**src/rtl/bsim_pkg.sv**
```systemverilog
// ----------------------------------------------------------------------------
// bsim_pkg
// Shared types and constants for the bank-switch and IRQ mapper: request
// and mapping structs, operation codes, register decode and reset values.
// ----------------------------------------------------------------------------
package bsim_pkg;

    // Request kind
    typedef enum logic {
        OP_WRITE = 1'b0,
        OP_TICK  = 1'b1
    } op_t;

    // Register select taken from address bits 15..12
    localparam logic [3:0] SEL_RELOAD_NIB0 = 4'h8;
    localparam logic [3:0] SEL_RELOAD_NIB1 = 4'h9;
    localparam logic [3:0] SEL_RELOAD_NIB2 = 4'hA;
    localparam logic [3:0] SEL_RELOAD_NIB3 = 4'hB;
    localparam logic [3:0] SEL_ENABLE      = 4'hC;
    localparam logic [3:0] SEL_ACK         = 4'hD;
    localparam logic [3:0] SEL_INDEX       = 4'hE;
    localparam logic [3:0] SEL_BANK        = 4'hF;

    // Bank register index codes
    localparam logic [2:0] IDX_PRG_8000 = 3'd1;
    localparam logic [2:0] IDX_PRG_A000 = 3'd2;
    localparam logic [2:0] IDX_PRG_C000 = 3'd3;
    localparam logic [2:0] IDX_LOW_BANK = 3'd4;
    localparam logic [2:0] IDX_LOW_SEL  = 3'd5;

    // Counter terminal value
    localparam logic [15:0] COUNT_TERMINAL = 16'hFFFF;

    // Reset values of the bank registers
    localparam logic [7:0] RST_PRG_8000 = 8'd0;
    localparam logic [7:0] RST_PRG_A000 = 8'd1;
    localparam logic [7:0] RST_PRG_C000 = 8'd2;
    localparam logic [7:0] RST_LOW_BANK = 8'd3;

    // One input request
    typedef struct packed {
        op_t         op;
        logic [15:0] address;
        logic [7:0]  write_data;
    } req_t;

    // Mapping and IRQ status after a request
    typedef struct packed {
        logic [7:0] bank_8000;
        logic [7:0] bank_a000;
        logic [7:0] bank_c000;
        logic [7:0] low_bank;
        logic       low_from_rom;
        logic       irq;
    } map_t;

endpackage

```
**src/rtl/bsim_core.sv**
```systemverilog
// ----------------------------------------------------------------------------
// bsim_core
// Mapper register file and cycle counter. Applies one request per cycle
// while fire is high and presents the mapping that results from it.
// ----------------------------------------------------------------------------
module bsim_core (
    input  logic           clk,
    input  logic           rst_n,
    input  logic           fire,
    input  bsim_pkg::req_t req,
    output bsim_pkg::map_t view_next
);
    import bsim_pkg::*;

    logic [15:0] reload_reg,  reload_next;
    logic [15:0] count_reg,   count_next;
    logic        enable_reg,  enable_next;
    logic        irq_reg,     irq_next;
    logic [2:0]  index_reg,   index_next;
    logic [7:0]  prg0_reg,    prg0_next;
    logic [7:0]  prg1_reg,    prg1_next;
    logic [7:0]  prg2_reg,    prg2_next;
    logic [7:0]  low_bank_reg, low_bank_next;
    logic        low_sel_reg, low_sel_next;

    logic [3:0]  nib;
    logic [15:0] count_inc;

    assign nib       = req.write_data[3:0];
    assign count_inc = count_reg + 16'd1;

    // Decode the request against the current register state
    always_comb
    begin
        reload_next   = reload_reg;
        count_next    = count_reg;
        enable_next   = enable_reg;
        irq_next      = irq_reg;
        index_next    = index_reg;
        prg0_next     = prg0_reg;
        prg1_next     = prg1_reg;
        prg2_next     = prg2_reg;
        low_bank_next = low_bank_reg;
        low_sel_next  = low_sel_reg;

        if (req.op == OP_TICK)
        begin
            if (enable_reg)
            begin
                if (count_inc == COUNT_TERMINAL)
                begin
                    count_next = reload_reg;
                    irq_next   = 1'b1;
                end
                else
                begin
                    count_next = count_inc;
                end
            end
        end
        else
        begin
            case (req.address[15:12])
                SEL_RELOAD_NIB0: reload_next[3:0]   = nib;
                SEL_RELOAD_NIB1: reload_next[7:4]   = nib;
                SEL_RELOAD_NIB2: reload_next[11:8]  = nib;
                SEL_RELOAD_NIB3: reload_next[15:12] = nib;
                SEL_ENABLE:
                begin
                    enable_next = (nib != 4'd0);
                    if (nib != 4'd0)
                    begin
                        count_next = reload_reg;
                    end
                    irq_next = 1'b0;
                end
                SEL_ACK:   irq_next   = 1'b0;
                SEL_INDEX: index_next = req.write_data[2:0];
                SEL_BANK:
                begin
                    case (index_reg)
                        IDX_PRG_8000: prg0_next     = req.write_data;
                        IDX_PRG_A000: prg1_next     = req.write_data;
                        IDX_PRG_C000: prg2_next     = req.write_data;
                        IDX_LOW_BANK: low_bank_next = req.write_data;
                        IDX_LOW_SEL:  low_sel_next  = req.write_data[2];
                        default:      ;
                    endcase
                end
                default: ;
            endcase
        end
    end

    // Advance the register state on each processed request
    always_ff @(posedge clk or negedge rst_n)
    begin
        if (!rst_n)
        begin
            reload_reg   <= '0;
            count_reg    <= '0;
            enable_reg   <= 1'b0;
            irq_reg      <= 1'b0;
            index_reg    <= '0;
            prg0_reg     <= RST_PRG_8000;
            prg1_reg     <= RST_PRG_A000;
            prg2_reg     <= RST_PRG_C000;
            low_bank_reg <= RST_LOW_BANK;
            low_sel_reg  <= 1'b0;
        end
        else if (fire)
        begin
            reload_reg   <= reload_next;
            count_reg    <= count_next;
            enable_reg   <= enable_next;
            irq_reg      <= irq_next;
            index_reg    <= index_next;
            prg0_reg     <= prg0_next;
            prg1_reg     <= prg1_next;
            prg2_reg     <= prg2_next;
            low_bank_reg <= low_bank_next;
            low_sel_reg  <= low_sel_next;
        end
    end

    // Present the mapping as it stands after this request
    always_comb
    begin
        view_next.bank_8000    = prg0_next;
        view_next.bank_a000    = prg1_next;
        view_next.bank_c000    = prg2_next;
        view_next.low_bank     = low_sel_next ? low_bank_next : 8'd0;
        view_next.low_from_rom = low_sel_next;
        view_next.irq          = irq_next;
    end

`ifndef SYNTHESIS
    a_irq_rise_from_tick: assert property (@(posedge clk) disable iff (!rst_n)
        $rose(irq_reg) |-> $past(fire && req.op == OP_TICK))
        else $error("IRQ raised by something other than a tick");

    a_count_holds_idle: assert property (@(posedge clk) disable iff (!rst_n)
        !fire |=> $stable(count_reg))
        else $error("counter moved without a request");

    a_count_holds_disabled: assert property (@(posedge clk) disable iff (!rst_n)
        (fire && req.op == OP_TICK && !enable_reg) |=> $stable(count_reg))
        else $error("counter moved while disabled");
`endif

endmodule

```
**src/rtl/bank_switch_irq_mapper.sv**
```systemverilog
// ----------------------------------------------------------------------------
// bank_switch_irq_mapper
// Cartridge bank-switch registers with a CPU-cycle IRQ counter: request
// register, mapper core and result register.
// ----------------------------------------------------------------------------
// Takes one request (CPU write or CPU clock tick) every cycle unless stalled and
// returns one result per request, in order. A request is held in the input
// register, where the mapper core applies it to its registers in a single
// read-modify-write; the mapping that follows is loaded into the result
// register. Results stream at one per cycle while out_stall is low. A stall
// on the result side holds the result and, once the input register is also
// full, stalls the request side.
module bank_switch_irq_mapper (
    input  logic        clk,
    input  logic        rst_n,
    input  logic        in_valid,
    output logic        in_stall,
    input  logic        operation,
    input  logic [15:0] address,
    input  logic [7:0]  write_data,
    output logic        out_valid,
    input  logic        out_stall,
    output logic [7:0]  bank_window_8000,
    output logic [7:0]  bank_window_a000,
    output logic [7:0]  bank_window_c000,
    output logic [7:0]  low_window_bank,
    output logic        low_window_from_rom,
    output logic        irq_line
);
    import bsim_pkg::*;

    logic  in_vld_reg, in_vld_next;
    req_t  req_reg;
    logic  out_vld_reg, out_vld_next;
    map_t  res_reg;
    map_t  view_next;
    logic  in_fire;
    logic  out_free;
    logic  stage_fire;

    // Handshake control
    assign out_free   = !out_vld_reg || !out_stall;
    assign stage_fire = in_vld_reg && out_free;
    assign in_stall   = in_vld_reg && !out_free;
    assign in_fire    = in_valid && !in_stall;

    always_comb
    begin
        in_vld_next = in_vld_reg;
        if (in_fire)
        begin
            in_vld_next = 1'b1;
        end
        else if (stage_fire)
        begin
            in_vld_next = 1'b0;
        end
    end

    always_comb
    begin
        out_vld_next = out_vld_reg;
        if (stage_fire)
        begin
            out_vld_next = 1'b1;
        end
        else if (out_vld_reg && !out_stall)
        begin
            out_vld_next = 1'b0;
        end
    end

    always_ff @(posedge clk or negedge rst_n)
    begin
        if (!rst_n)
        begin
            in_vld_reg  <= 1'b0;
            out_vld_reg <= 1'b0;
        end
        else
        begin
            in_vld_reg  <= in_vld_next;
            out_vld_reg <= out_vld_next;
        end
    end

    // Hold the accepted request
    always_ff @(posedge clk)
    begin
        if (in_fire)
        begin
            req_reg.op         <= op_t'(operation);
            req_reg.address    <= address;
            req_reg.write_data <= write_data;
        end
    end

    // Apply the request to the mapper registers
    bsim_core u_core (
        .clk       (clk),
        .rst_n     (rst_n),
        .fire      (stage_fire),
        .req       (req_reg),
        .view_next (view_next)
    );

    // Load the result
    always_ff @(posedge clk)
    begin
        if (stage_fire)
        begin
            res_reg <= view_next;
        end
    end

    assign out_valid           = out_vld_reg;
    assign bank_window_8000    = res_reg.bank_8000;
    assign bank_window_a000    = res_reg.bank_a000;
    assign bank_window_c000    = res_reg.bank_c000;
    assign low_window_bank     = res_reg.low_bank;
    assign low_window_from_rom = res_reg.low_from_rom;
    assign irq_line            = res_reg.irq;

`ifndef SYNTHESIS
    a_stall_only_when_full: assert property (@(posedge clk) disable iff (!rst_n)
        in_stall |-> (in_vld_reg && out_vld_reg && out_stall))
        else $error("request stalled with room in the pipeline");

    a_result_follows_stage: assert property (@(posedge clk) disable iff (!rst_n)
        stage_fire |=> out_vld_reg)
        else $error("processed request produced no result");

    a_stage_empties: assert property (@(posedge clk) disable iff (!rst_n)
        (stage_fire && !in_fire) |=> !in_vld_reg)
        else $error("request register not released after processing");
`endif

endmodule

```
**config.mk**
```make
export PLATFORM = sky130hd
export DESIGN_NAME = bank_switch_irq_mapper
export DESIGN_NICKNAME = d
export VERILOG_FILES = /design/src/rtl/bsim_pkg.sv /design/src/rtl/bsim_core.sv /design/src/rtl/bank_switch_irq_mapper.sv
export SDC_FILE = /design/constraint.sdc
export NUM_CORES = 1
export LEC_CHECK = 0
export ABC_AREA = 1
export ABC_CLOCK_PERIOD_IN_PS = 4700
export BUFFER_PORTS_ARGS = -buffer_cell sky130_fd_sc_hd__buf_4
export CORE_ASPECT_RATIO = 1.5
export CORE_MARGIN = 8
export CORE_UTILIZATION = 50
export CTS_CLUSTER_SIZE = 16
export DETAILED_ROUTE_END_ITERATION = 8
export PLACE_DENSITY_LB_ADDON = 0.1
export SYNTH_ARGS = -nofsm -noshare
export SYNTH_HDL_FRONTEND = slang
export SYNTH_SLANG_ARGS = --single-unit
```
**constraint.sdc**
```tcl
create_clock -name clk -period 4.7 [get_ports clk]
set_input_delay 0.47 -clock clk [delete_from_list [all_inputs] [get_ports clk]]
set_output_delay 0.47 -clock clk [all_outputs]
set_load 0.005 [all_outputs]
```
==> parameters.txt, run 1 <==
Parameter                              Value

Status
  Status    finished clean

Logic synthesis
  Post-synthesis sequential area ratio    0.5998
  Count of mapped cells out of synthesis    roughly 610
  Number of enable-type register cells in the synthesized netlist    47
  Ys async rst share    0.6050
  Net count of the mapped netlist    between 600 and 700
  Yosys reg bits    119
  Warnings from Yosys    0
  Most used flip-flop cell after synthesis    dfrtp_1
  Average footprint of a synthesized cell    approximately 8.7 um2
  Count of cell types in the netlist    28
  Post-synthesis cell area    5365 um2

Clocking
  CTS H-tree lvls    4
  Clock-pin slew of the registers on the worst-case setup and hold paths    ~50 ps
  Bufs on Longest Clock Path    2
  CTS Root Cell    clkbuf_16
  Post-CTS setup repair buffer count    0
  TritonCTS clock tree    done
  Number of buffers inserted during clock tree synthesis    17
  Num Clock Sinks    119
  Cells resized by post-CTS repair    0
  Insertion delay of the later-clocked pin in the worst-skew pair    between 400 and 500 ps
  Hold buffer count at CTS    0

Critical path
  CP cell instances    nand2_1, inv_1, nor2_4, inv_2, nor2_2, nand2_1, nor2_1, o41ai_1, nand2_2, inv_2, nand2_1, nand2_1
  Endpoint required time on the critical path    between 5000 and 6000 ps
  Crit Path Class    reg -> reg
  Type of element capturing the critical path    flip-flop
  Delay of the slowest cell on the worst path    approximately 580 ps
  Most frequent cell on the critical path    nand2_1
  Reg2reg path depth    12
  Launching point of the worst reg2reg path    out_valid
  Worst setup SP type    flip-flop
  Critical path startpoint    out_valid
  Critical path endpoint    u_core.count_reg[10]
  Critical-path cell with the highest stage delay    inv_2
  Setup slack on the worst flop-to-flop path    2180 ps
  Count of buffer and inverter cells on the critical path    3
  Number of logic stages on the critical path including buffering    12
  Arrival time at the worst endpoint    about 2900 ps
  Critical register-to-register path endpoint    u_core.count_reg[10]
  Worst path top cell family by delay    buffers and inverters
  Critical-path maximum fanout    52

Routing
  Final routed wire length divided by cell count    approximately 14 um
  Vias post-DR    between 4000 and 5000
  Mean number of vias per cell    ~5.0
  Remaining DRCs    0
  Antenna-violating nets left    0
  Total Routed Length    approximately 12000 um
  Detailed-routing iteration count for the pre-antenna-repair pass    5
  Initial detailed-routing violation count    219

GRT
  Grt total ovfl    0
  Largest net degree at the start of global routing    73
  Via count of the first global-routing pass    ~4100
  First-pass GRT wire length    slightly below 20000 um
  Initial antenna violation count    0
  Overall fraction of global-route tracks in use    0.1803

Final layout
  Antenna cells    0
  Fraction of layout cells with a size suffix above 1    0.1481
  Number of nets in the layout    700
  Number of filler instances in the final layout    between 800 and 900
  Multi-input gate area in the final layout    ~1800 um2
  FF+latch area    about 3200 um2
  Synthesis-to-layout area growth    20.80%

Pwr
  Switching power summed over all nets    just over 1 mW
  Sw frac    0.2865
  Power Density    543.8 nW/um2
  P_int    between 2 and 3 mW
  Leakage    roughly 3.1 nW
  Power share of the sequential group    0.439
  Comb pwr share    0.189
  Worst VDD drop    just over 0.3 mV
  Total power of the final layout    approximately 3.5 mW
  Clock share of power    0.372

Timing
  Remaining max-slew budget at the tightest pin    0.3882
  Worst Max-Slew Pin Slew    roughly 900 ps
  Maximum operating frequency    around 400 MHz
  Setup repair after global routing missed its margin    no
  Accumulated negative setup slack    0 ps
  Final clock period utilization by the worst path    0.5370
  Final setup violation count    0
  Post-Route Skew    7.645 ps
  Crit path time final    2524 ps
  Final hold viol count    0
  Max-slew violation count    0

Min path
  Path type of the worst min-delay path    in -> async

Run
  Reported max-cap violation count    0

Floorplanning
  Initial standard-cell utilization of the core    0.5094
  Core Box Area    between 10000 and 15000 um2
  Total die area    14370 um2
  Vertical die dimension    142.9 um
  Number of top-level design ports    65
  Width of the die    about 100 um
  Number of standard-cell rows in the floorplan    46

Placed design
  Port Buffers    52
  Final weighted congestion in routability-driven placement    around 0.8
  DPL Wire Length    slightly above 8000 um
[worst min path at each step]
stage                             startpoint            endpoint  slack [ps]
after floorplan                        rst_n          in_vld_reg         170
after global placement    u_core.prg1_reg[0]  u_core.prg1_reg[0]         460
after detailed placement  u_core.prg0_reg[6]  u_core.prg0_reg[6]         470
after CTS                      write_data[6]          req_reg[6]         220
after global routing           write_data[6]          req_reg[6]         210
final                                  rst_n  u_core.prg2_reg[6]         180
[cells in the final DEF (no fill, tap or decap)]
master and n:
dfstp_2 4, nor3_2 1, nand2_2 3, o21bai_1 2, xor2_1 2, buf_4 53, edfxtp_1 47, inv_2 2
clkinvlp_4 1, o21ai_1 2, nand4_1 12, clkinv_1 3, clkbuf_1 1, o21ai_0 61, bufinv_16 3, nand2_4 2
ha_1 2, nor3_1 1, nor2_4 2, o31ai_1 1, nor2_1 40, a21oi_1 8, o41ai_1 1, clkinv_2 4
nand2_1 215, inv_1 70, nor2_2 5, clkbuf_16 17, mux2i_1 1, nand3_1 44, clkbuf_8 4, dfrtp_1 68
[Yosys cell counts, types with 3 or more instances]
| library cell | n | area [um2] |
|---|---|---|
| o21ai_0 | 61 | 305.3 |
| nand2_2 | 3 | 18.77 |
| nand2_1 | 215 | 807.0 |
| inv_1 | 70 | 262.8 |
| nor2_1 | 41 | 153.9 |
| dfstp_2 | 4 | 105.1 |
| a21oi_1 | 8 | 40.04 |
| edfxtp_1 | 47 | 1411 |
| nand3_1 | 44 | 220.2 |
| clkbuf_1 | 12 | 45.04 |
| buf_1 | 3 | 11.26 |
| dfrtp_1 | 68 | 1702 |
| nand4_1 | 12 | 75.07 |
| nor2_2 | 5 | 31.28 |
[cell families (layout without fill, tap and decap cells)]
family	after synthesis	count (layout)	synth area share
adder cells (fa/ha/maj)	2	2	0.004663
XOR/XNOR	2	2	0.003266
flip-flops	119	119	0.5998
AO/OA/AOI/OAI	75	75	0.07206
multiplexers	1	1	0.001866
AND/OR/NAND/NOR	325	325	0.2526
buffers and inverters	90	158	0.06576
[area by class of cell]
type / count / share of cell area
flip-flops and latches: 119 / 0.4965
clock buffers: 22 / 0.07471
repair buffers: 53 / 0.06139
well taps: 144 / 0.02780
multi-input cells: 405 / 0.2780
inverters: 73 / 0.04228
clock inverters: 10 / 0.01931
[per-stage QoR]
step	setup WS, ps	hold WS (ps)	cells	instance area, um2	util
after floorplan	2126	174.4	614	5365	-
after global placement	1999	456.1	794	5872	0.5575
after detailed placement	1942	465.9	794	5872	0.5575
after CTS	2122	216.5	826	6481	0.6153
after global routing	1841	212.2	826	6481	0.6153
final	2176	181.9	826	6481	0.6153
[routing by layer]
metal / wire [um] / global-route usage / vias to the layer above
li1: - / - / 2083
met1: 4528 / 0.1829 / 1955
met2: 6629 / 0.3203 / 84
met3: 393 / 0.04922 / 27
met4: 354 / 0.1064 / 0
met5: 0 / 0 / -
[power by group through the flow]
stage / clock network (mW) / logic (mW) / registers, mW
CTS: 1.33 / 0.680 / 1.55
floorplan: 0 / 0.457 / 1.52
detailed placement: 0 / 0.672 / 1.56
finish: 1.31 / 0.666 / 1.55
global placement: 0 / 0.650 / 1.55
global route: 1.38 / 0.775 / 1.58
Power figures use the tool's default switching activity.
==> run 2: changes to the inputs <==
--- a/config.mk
+++ b/config.mk
@@ -5,8 +5,8 @@
 export SDC_FILE = /design/constraint.sdc
 export NUM_CORES = 1
 export LEC_CHECK = 0
-export ABC_AREA = 1
-export ABC_CLOCK_PERIOD_IN_PS = 4700
+export ABC_AREA = 0
+export ABC_CLOCK_PERIOD_IN_PS = 2100
 export BUFFER_PORTS_ARGS = -buffer_cell sky130_fd_sc_hd__buf_4
 export CORE_ASPECT_RATIO = 1.5
 export CORE_MARGIN = 8
==> constraint.sdc (replaced) <==
create_clock -name clk -period 2.1 [get_ports clk]
set_input_delay 0.21 -clock clk [delete_from_list [all_inputs] [get_ports clk]]
set_output_delay 0.21 -clock clk [all_outputs]
set_load 0.005 [all_outputs]
==> run 2 against run 1 <==
Effect of this change:
- the run now ends with negative setup slack left
- combinational power up 130%
- setup slack got worse by 2200 ps
- fmax up 20%
- global-route usage is 1.1 points higher
- total power is 110% higher
- first-iteration DRC count is 3.2% lower
- synthesized area up 0.75%
- critical path type unchanged
- critical endpoint is now u_core.count_reg[12]
- largest cell class unchanged
- largest power group unchanged
==> parameters.txt, run 2 <==
Parameter                              Value

Logic synthesis
  Most common cell in the synthesized netlist    dfrtp_1
  Count of cell types in the netlist    56 (+100%)
  Net count of the mapped netlist    457 (-29%)
  Yosys reg bits    119 (unchanged)
  Most used flip-flop cell after synthesis    dfrtp_1
  Post-synthesis cell area    5405 um2 (+0.75%)
  Share of Yosys cell area claimed by the top area cell type    0.3148 (-0.002349)
  Ys async rst share    0.6050 (unchanged)
  Warnings from Yosys    0 (unchanged)
  Library cell occupying the most area in the post-synthesis netlist    dfrtp_1
  Cell types occupying the most area after synthesis    dfrtp_1 (31%), edfxtp_1 (26%), mux2_2 (14%), nand2_1 (3.3%), dfstp_2 (1.9%)
  Count of mapped cells out of synthesis    426 (-31%)
  Number of enable-type register cells in the synthesized netlist    47 (unchanged)
  Post-synthesis sequential area ratio    0.5954 (-0.004443)
  Average footprint of a synthesized cell    12.69 um2 (+45%)
  Synth cell count leaders    dfrtp_1 (68), mux2_2 (67), nand2_1 (48)

Routing
  Total Routed Length    12890 um (+8.3%)
  Initial detailed-routing violation count    212 (-3.2%)
  Mean number of vias per cell    5.458 (+8.7%)
  Remaining DRCs    0 (unchanged)
  Vias post-DR    3848 (-7.3%)
  Final routed wire length divided by cell count    18.28 um (+27%)
  Antenna-violating nets left    0 (unchanged)
  Detailed-routing iteration count for the pre-antenna-repair pass    5 (unchanged)

GRT
  Overall fraction of global-route tracks in use    0.1909 (+0.01069)
  Largest net degree at the start of global routing    39 (-47%)
  Via count of the first global-routing pass    4209 (+2.1%)
  First-pass GRT wire length    21030 um (+6.1%)
  Initial antenna violation count    0 (unchanged)
  Grt total ovfl    0 (unchanged)

Min path
  Path type of the worst min-delay path    in -> reg

Clocking
  CTS Root Cell    clkbuf_16
  CTS H-tree lvls    4 (unchanged)
  Num Clock Sinks    119 (unchanged)
  Clock-pin slew of the registers on the worst-case setup and hold paths    60 ps (about the same)
  TritonCTS clock tree    done
  Number of buffers inserted during clock tree synthesis    17 (unchanged)
  Bufs on Longest Clock Path    2 (unchanged)
  Insertion delay of the later-clocked pin in the worst-skew pair    410 ps (about the same)

Pwr
  Total power of the final layout    7.380 mW (+110%)
  Leakage    3.123 nW (+0.85%)
  Worst VDD drop    0.7023 mV (+130%)
  Power Density    1024 nW/um2 (+88%)

Placed design
  Port Buffers    52 (unchanged)
  Final weighted congestion in routability-driven placement    0.8356 (+1.5%)
  Placement-stage cell area    6300 um2 (+7.3%)
  DPL Wire Length    8811 um (+9.1%)

Critical path
  Endpoint required time on the critical path    2390 ps (-2650 ps)
  Crit Path Class    reg -> reg
  Type of element capturing the critical path    flip-flop
  Worst setup SP type    flip-flop
  Arrival time at the worst endpoint    2400 ps (-470 ps)
  Critical-path maximum fanout    8 (-85%)

Final layout
  Antenna cells    0 (unchanged)
  Final instance area    7207 um2 (+11%)
  FF+latch area    3219 um2 (about the same)
  Most common library cell in the layout ignoring fill and taps    buf_4
  Synthesis-to-layout area growth    33.33%
  Commonest cells after routing, fill and taps aside    buf_4 (109), dfrtp_1 (67), mux2_2 (65)
  Number of filler instances in the final layout    757 (-15%)
  Number of nets in the layout    579 (-17%)
  Multi-input gate area in the final layout    2153 um2 (+20%)
  Fraction of layout cells with a size suffix above 1    0.4332 (+0.2851)

Floorplanning
  Number of standard-cell rows in the floorplan    46 (unchanged)
  Core Box Area    10530 um2 (unchanged)
  Number of top-level design ports    65 (unchanged)
  Initial standard-cell utilization of the core    0.5132 (+0.003801)
  Total die area    14460 um2 (+0.65%)
  Width of the die    100.9 um (+0.31%)
  Vertical die dimension    143.3 um (+0.33%)

Timing
  Maximum operating frequency    474.1 MHz (+20%)
  Max-slew violation count    0 (unchanged)
  Remaining max-slew budget at the tightest pin    0.5794 (+0.1912)
  Setup repair after global routing missed its margin    yes
  Crit path time final    2109 ps (-414.6 ps)
  Final setup violation count    1 (+1)
  Final clock period utilization by the worst path    1.004 (+0.4674)
  Post-Route Skew    7.915 ps (+0.2705 ps)
  Final hold viol count    0 (unchanged)
  Worst Max-Slew Pin Slew    630.9 ps (-286.8 ps)
  Setup slack after layout    -9.189 ps (-2185 ps)

Run
  Reported max-cap violation count    0 (unchanged)

Status
  Status    finished, violations left
  Violations in the final reports    negative setup slack
[run 2: per-layer routing]
layer | GRT usage | wire [um]
met1 | 0.1962 | 4941
met4 | 0.07565 | 279
met5 | 0 | 0
met2 | 0.3528 | 7217
met3 | 0.05375 | 450
[run 2: logic make-up after synthesis]
family,share of synthesized area
simple gates,0.1389
flops,0.5954
xor+xnor,0.01158
fa+ha+maj,0.004629
mux,0.1581
buf+inv,0.02639
compound gates,0.06505
[run 2: final cells by class]
| type | count | area share |
|---|---|---|
| Clock buffer | 17 | 0.05903 |
| Clock inverter | 15 | 0.02361 |
| Inverter | 7 | 0.003819 |
| Multi-Input combinational cell | 275 | 0.2988 |
| Sequential cell | 119 | 0.4467 |
| Tap cell | 144 | 0.02500 |
| Timing Repair Buffer | 128 | 0.1431 |
[run 2: power by group]
part	internal, mW	switching (mW)	leakage, nW
sequential	2.75	0.239	1.38
clock	1.77	1.11	0.286
combinational	0.751	0.767	1.46
total	5.27	2.11	3.12
[run 2: metrics by stage]
step,utilization,TNS (ps),setup WS [ps],instances,hold slack [ps]
floorplan,-,0,26.30,426,-85.59
global placement,0.5981,-32.30,-10.79,650,205.2
detailed placement,0.5981,-560.2,-67.38,650,206.2
CTS,0.6743,-25.63,-13.24,698,5.540
global route,0.6842,-685.2,-90.33,705,5.131
finish,0.6842,-9.189,-9.189,705,18.14
[run 2: timing repair]
action | 4_1_cts | 5_1_grt
endpoints found under the setup margin | 20 | 62
hold endpoints to repair | 47 | 0
buffers inserted | 1 | 7
pin swaps | 1 | 8
resized for setup | 10 | 12
hold buffers | 15 | 0
[run 2: worst max-delay path: stages (launching register included)]
cell and delay [ps]:
dfrtp_2 400, ha_4 190, nand3_4 130, nor4_4 300, mux2i_2 300, nand4b_4 150, a21o_4 260, o221a_1 250
[run 2: final timing paths]
kind | depth (start not counted) | slack, ps | to | startpoint
max in group asynchronous | 3 | 1140 | u_core.prg2_reg[1] | rst_n
hold / removal | 2 | 20 | out_valid | out_stall
hold reg to reg | 2 | 460 | u_core.prg1_reg[0] | u_core.prg1_reg[0]
setup / recovery | 7 | -9 | u_core.count_reg[12] | u_core.count_reg[0]
setup reg to reg | 7 | -9 | u_core.count_reg[12] | u_core.count_reg[0]
min in group asynchronous | 2 | 300 | u_core.count_reg[5] | rst_n
==> run 3: changes to the inputs <==
--- a/config.mk
+++ b/config.mk
@@ -14,6 +14,8 @@
 export CTS_CLUSTER_SIZE = 16
 export DETAILED_ROUTE_END_ITERATION = 8
 export PLACE_DENSITY_LB_ADDON = 0.1
+export REMOVE_ABC_BUFFERS = 1
+export SKIP_LAST_GASP = 1
 export SYNTH_ARGS = -nofsm -noshare
 export SYNTH_HDL_FRONTEND = slang
 export SYNTH_SLANG_ARGS = --single-unit
==> run 3 against run 2 <==
Effect of this change:
- sequential cell count unchanged
- non-clock buffer count down 12
- clock-buffer cell count unchanged
- critical endpoint is now u_core.count_reg[10]
- die area unchanged
- critical path depth unchanged
- final cell count down 1.6%
- combinational power about the same
- global-route usage up 0.058 points
- first-iteration DRC count down 12%
- the flow now finishes without violations
- final area down 1.2%
==> parameters.txt, run 3 (synthesized netlist as in run 2, its figures left out) <==
Parameter                              Value

Routing
  Remaining DRCs    0 (unchanged)
  Detailed-routing iteration count for the pre-antenna-repair pass    5 (unchanged)
  Vias post-DR    3791 (-1.5%)
  Initial detailed-routing violation count    187 (-12%)
  Total Routed Length    12870 um (-0.12%)
  Antenna-violating nets left    0 (unchanged)
  Mean number of vias per cell    5.463 (about the same)
  Final routed wire length divided by cell count    18.55 um (+1.5%)

Placed design
  Placement-stage cell area    6248 um2 (-0.81%)
  Placed cell count    643 (-1.1%)
  Port Buffers    52 (unchanged)
  DPL Wire Length    8578 um (-2.7%)
  Final weighted congestion in routability-driven placement    0.8408 (+0.62%)

GRT
  Initial antenna violation count    1 (+1)
  Via count of the first global-routing pass    3975 (-5.6%)
  Overall fraction of global-route tracks in use    0.1915 (+0.0005751)
  Largest net degree at the start of global routing    45 (+15%)
  Grt total ovfl    0 (unchanged)
  First-pass GRT wire length    20640 um (-1.8%)

Critical path
  Delay of the slowest cell on the worst path    420 ps (+20 ps)
  Worst path top cell family by delay    simple AND/OR/NAND/NOR gates
  Worst setup SP type    flip-flop
  Reg2reg path depth    7 (unchanged)
  Crit Path Class    reg -> reg
  Launching point of the worst reg2reg path    u_core.count_reg[1]
  Critical-path maximum fanout    7 (-1)
  CP cell instances    buf_6, nand4_1, or3_4, xnor2_4, nand4b_4, a21o_4, o221a_1
  Setup slack on the worst flop-to-flop path    50 ps (+50 ps)
  Arrival time at the worst endpoint    2360 ps (-40 ps)
  Count of buffer and inverter cells on the critical path    1 (+1)
  Critical-path cell with the highest stage delay    or3_4
  Number of logic stages on the critical path including buffering    7 (unchanged)
  Endpoint required time on the critical path    2400 ps (about the same)
  Type of element capturing the critical path    flip-flop
  Critical register-to-register path endpoint    u_core.count_reg[10]
  Critical path startpoint    u_core.count_reg[1]

Timing
  Maximum operating frequency    486.8 MHz (+2.7%)
  Remaining max-slew budget at the tightest pin    0.5868 (+0.007343)
  Post-Route Skew    5.106 ps (-2.810 ps)
  Max-slew violation count    0 (unchanged)
  Final clock period utilization by the worst path    0.9783 (-0.02610)
  Final setup violation count    0 (-1)
  Setup repair after global routing missed its margin    yes
  Final hold viol count    0 (unchanged)
  Crit path time final    2054 ps (-54.80 ps)
  Worst Max-Slew Pin Slew    619.8 ps (-11.02 ps)

Pwr
  Clock share of power    0.390 (about the same)
  Power Density    1038 nW/um2 (+1.4%)
  Worst VDD drop    0.6774 mV (-3.5%)
  Comb pwr share    0.208 (+0.002)
  Power share of the sequential group    0.403 (about the same)
  P_int    5.278 mW (+0.21%)
  Sw frac    0.2856 (-0.0007051)
  Switching power summed over all nets    2.110 mW (-0.14%)
  Leakage    3.066 nW (-1.8%)

Clocking
  Clock-pin slew of the registers on the worst-case setup and hold paths    60 ps (about the same)
  Bufs on Longest Clock Path    2 (unchanged)
  Num Clock Sinks    119 (unchanged)
  CTS Root Cell    clkbuf_16
  Insertion delay of the later-clocked pin in the worst-skew pair    420 ps (about the same)
  CTS H-tree lvls    4 (unchanged)
  TritonCTS clock tree    done
  Number of buffers inserted during clock tree synthesis    17 (unchanged)

Floorplanning
  Total die area    14460 um2 (unchanged)
  Width of the die    100.9 um (unchanged)
  Number of standard-cell rows in the floorplan    46 (unchanged)
  Vertical die dimension    143.3 um (unchanged)
  Core Box Area    10530 um2 (unchanged)
  Number of top-level design ports    65 (unchanged)
  Initial standard-cell utilization of the core    0.5132 (unchanged)

Final layout
  Commonest cells after routing, fill and taps aside    buf_4 (94), mux2_2 (67), dfrtp_1 (66)
  Number of nets in the layout    567 (-2.1%)
  Fraction of layout cells with a size suffix above 1    0.4189 (-0.01421)
  Final instance area    7117 um2 (-1.2%)
  Synthesis-to-layout area growth    31.67%
  Number of filler instances in the final layout    774 (+2.2%)
  Most common library cell in the layout ignoring fill and taps    buf_4
  Non-filler cells, final    694 (-1.6%)

Min path
  Path type of the worst min-delay path    in -> reg
  Hold path start    out_stall
  Worst Hold Path EP    out_valid
  Depth of the worst hold-timing path    2 (unchanged)

Run
  Reported max-cap violation count    0 (unchanged)

Status
  Status    finished clean
==> run 3: changes by cell type in the layout (fill, tap and decap cells not counted), sizes merged <==
cell and change:
clkinv -2, inv +2, buf -12, diode +1
==> run 3: layout make-up <==
type | count | area (um2) | share of cell area
Clock inverter | 15 | 167.7 | 0.02356
Timing Repair Buffer | 116 | 960.9 | 0.1350
Clock buffer | 17 | 425.4 | 0.05977
Sequential cell | 119 | 3221 | 0.4525
Tap cell | 144 | 180.2 | 0.02532
Multi-Input combinational cell | 275 | 2133 | 0.2998
Antenna cell | 1 | 2.502 | 0.0003516
Inverter | 7 | 26.28 | 0.003692
==> run 3: worst max-delay path by stage <==
stage | end
final | u_core.count_reg[10]
after CTS | u_core.count_reg[10]
after floorplan | u_core.low_bank_reg[2]
after detailed placement | u_core.count_reg[0]
after global routing | u_core.count_reg[10]
after global placement | u_core.count_reg[12]
==> run 3: worst register-to-register path: stages, from the launching register on <==
cell and delay, ps:
dfrtp_1 370, buf_6 140, nand4_1 180, or3_4 430
xnor2_4 190, nand4b_4 130, a21o_4 260, o221a_1 250
==> run 3: power groups by stage <==
stage | sequential (mW) | clock (mW) | combinational (mW)
floorplan | 3.02 | 0 | 0.694
global placement | 2.99 | 0 | 1.33
detailed placement | 3.00 | 0 | 1.36
CTS | 2.96 | 2.92 | 1.41
global route | 3.01 | 3.04 | 1.68
finish | 2.98 | 2.88 | 1.53
==> run 3: timing repair <==
item,CTS,global route
pin swaps,1,8
gates resized for setup,6,17
endpoints found under the hold margin,44,0
hold buffers,15,0
endpoints found under the setup margin,6,45
setup buffers,0,3
==> run 3: metrics by stage <==
stage | hold WS (ps) | setup WS [ps] | utilization | TNS (ps) | power (mW)
after floorplan | -85.59 | -1394 | - | -38930 | 3.712
after global placement | 185.2 | -5.124 | 0.5933 | -9.156 | 4.317
after detailed placement | 191.7 | -40.05 | 0.5933 | -168.0 | 4.357
after CTS | 9.770 | 14.79 | 0.6664 | 0 | 7.298
after global routing | 13.07 | -31.78 | 0.6757 | -247.9 | 7.733
final | 19.57 | 45.61 | 0.6757 | 0 | 7.388
==> run 3: per-layer routing <==
layer,GRT usage,vias up,wire length (um)
met2,0.3465,76,7210
met5,0,-,0
met1,0.1927,1884,4846
li1,-,1807,-
met3,0.05860,24,452
met4,0.09535,0,366
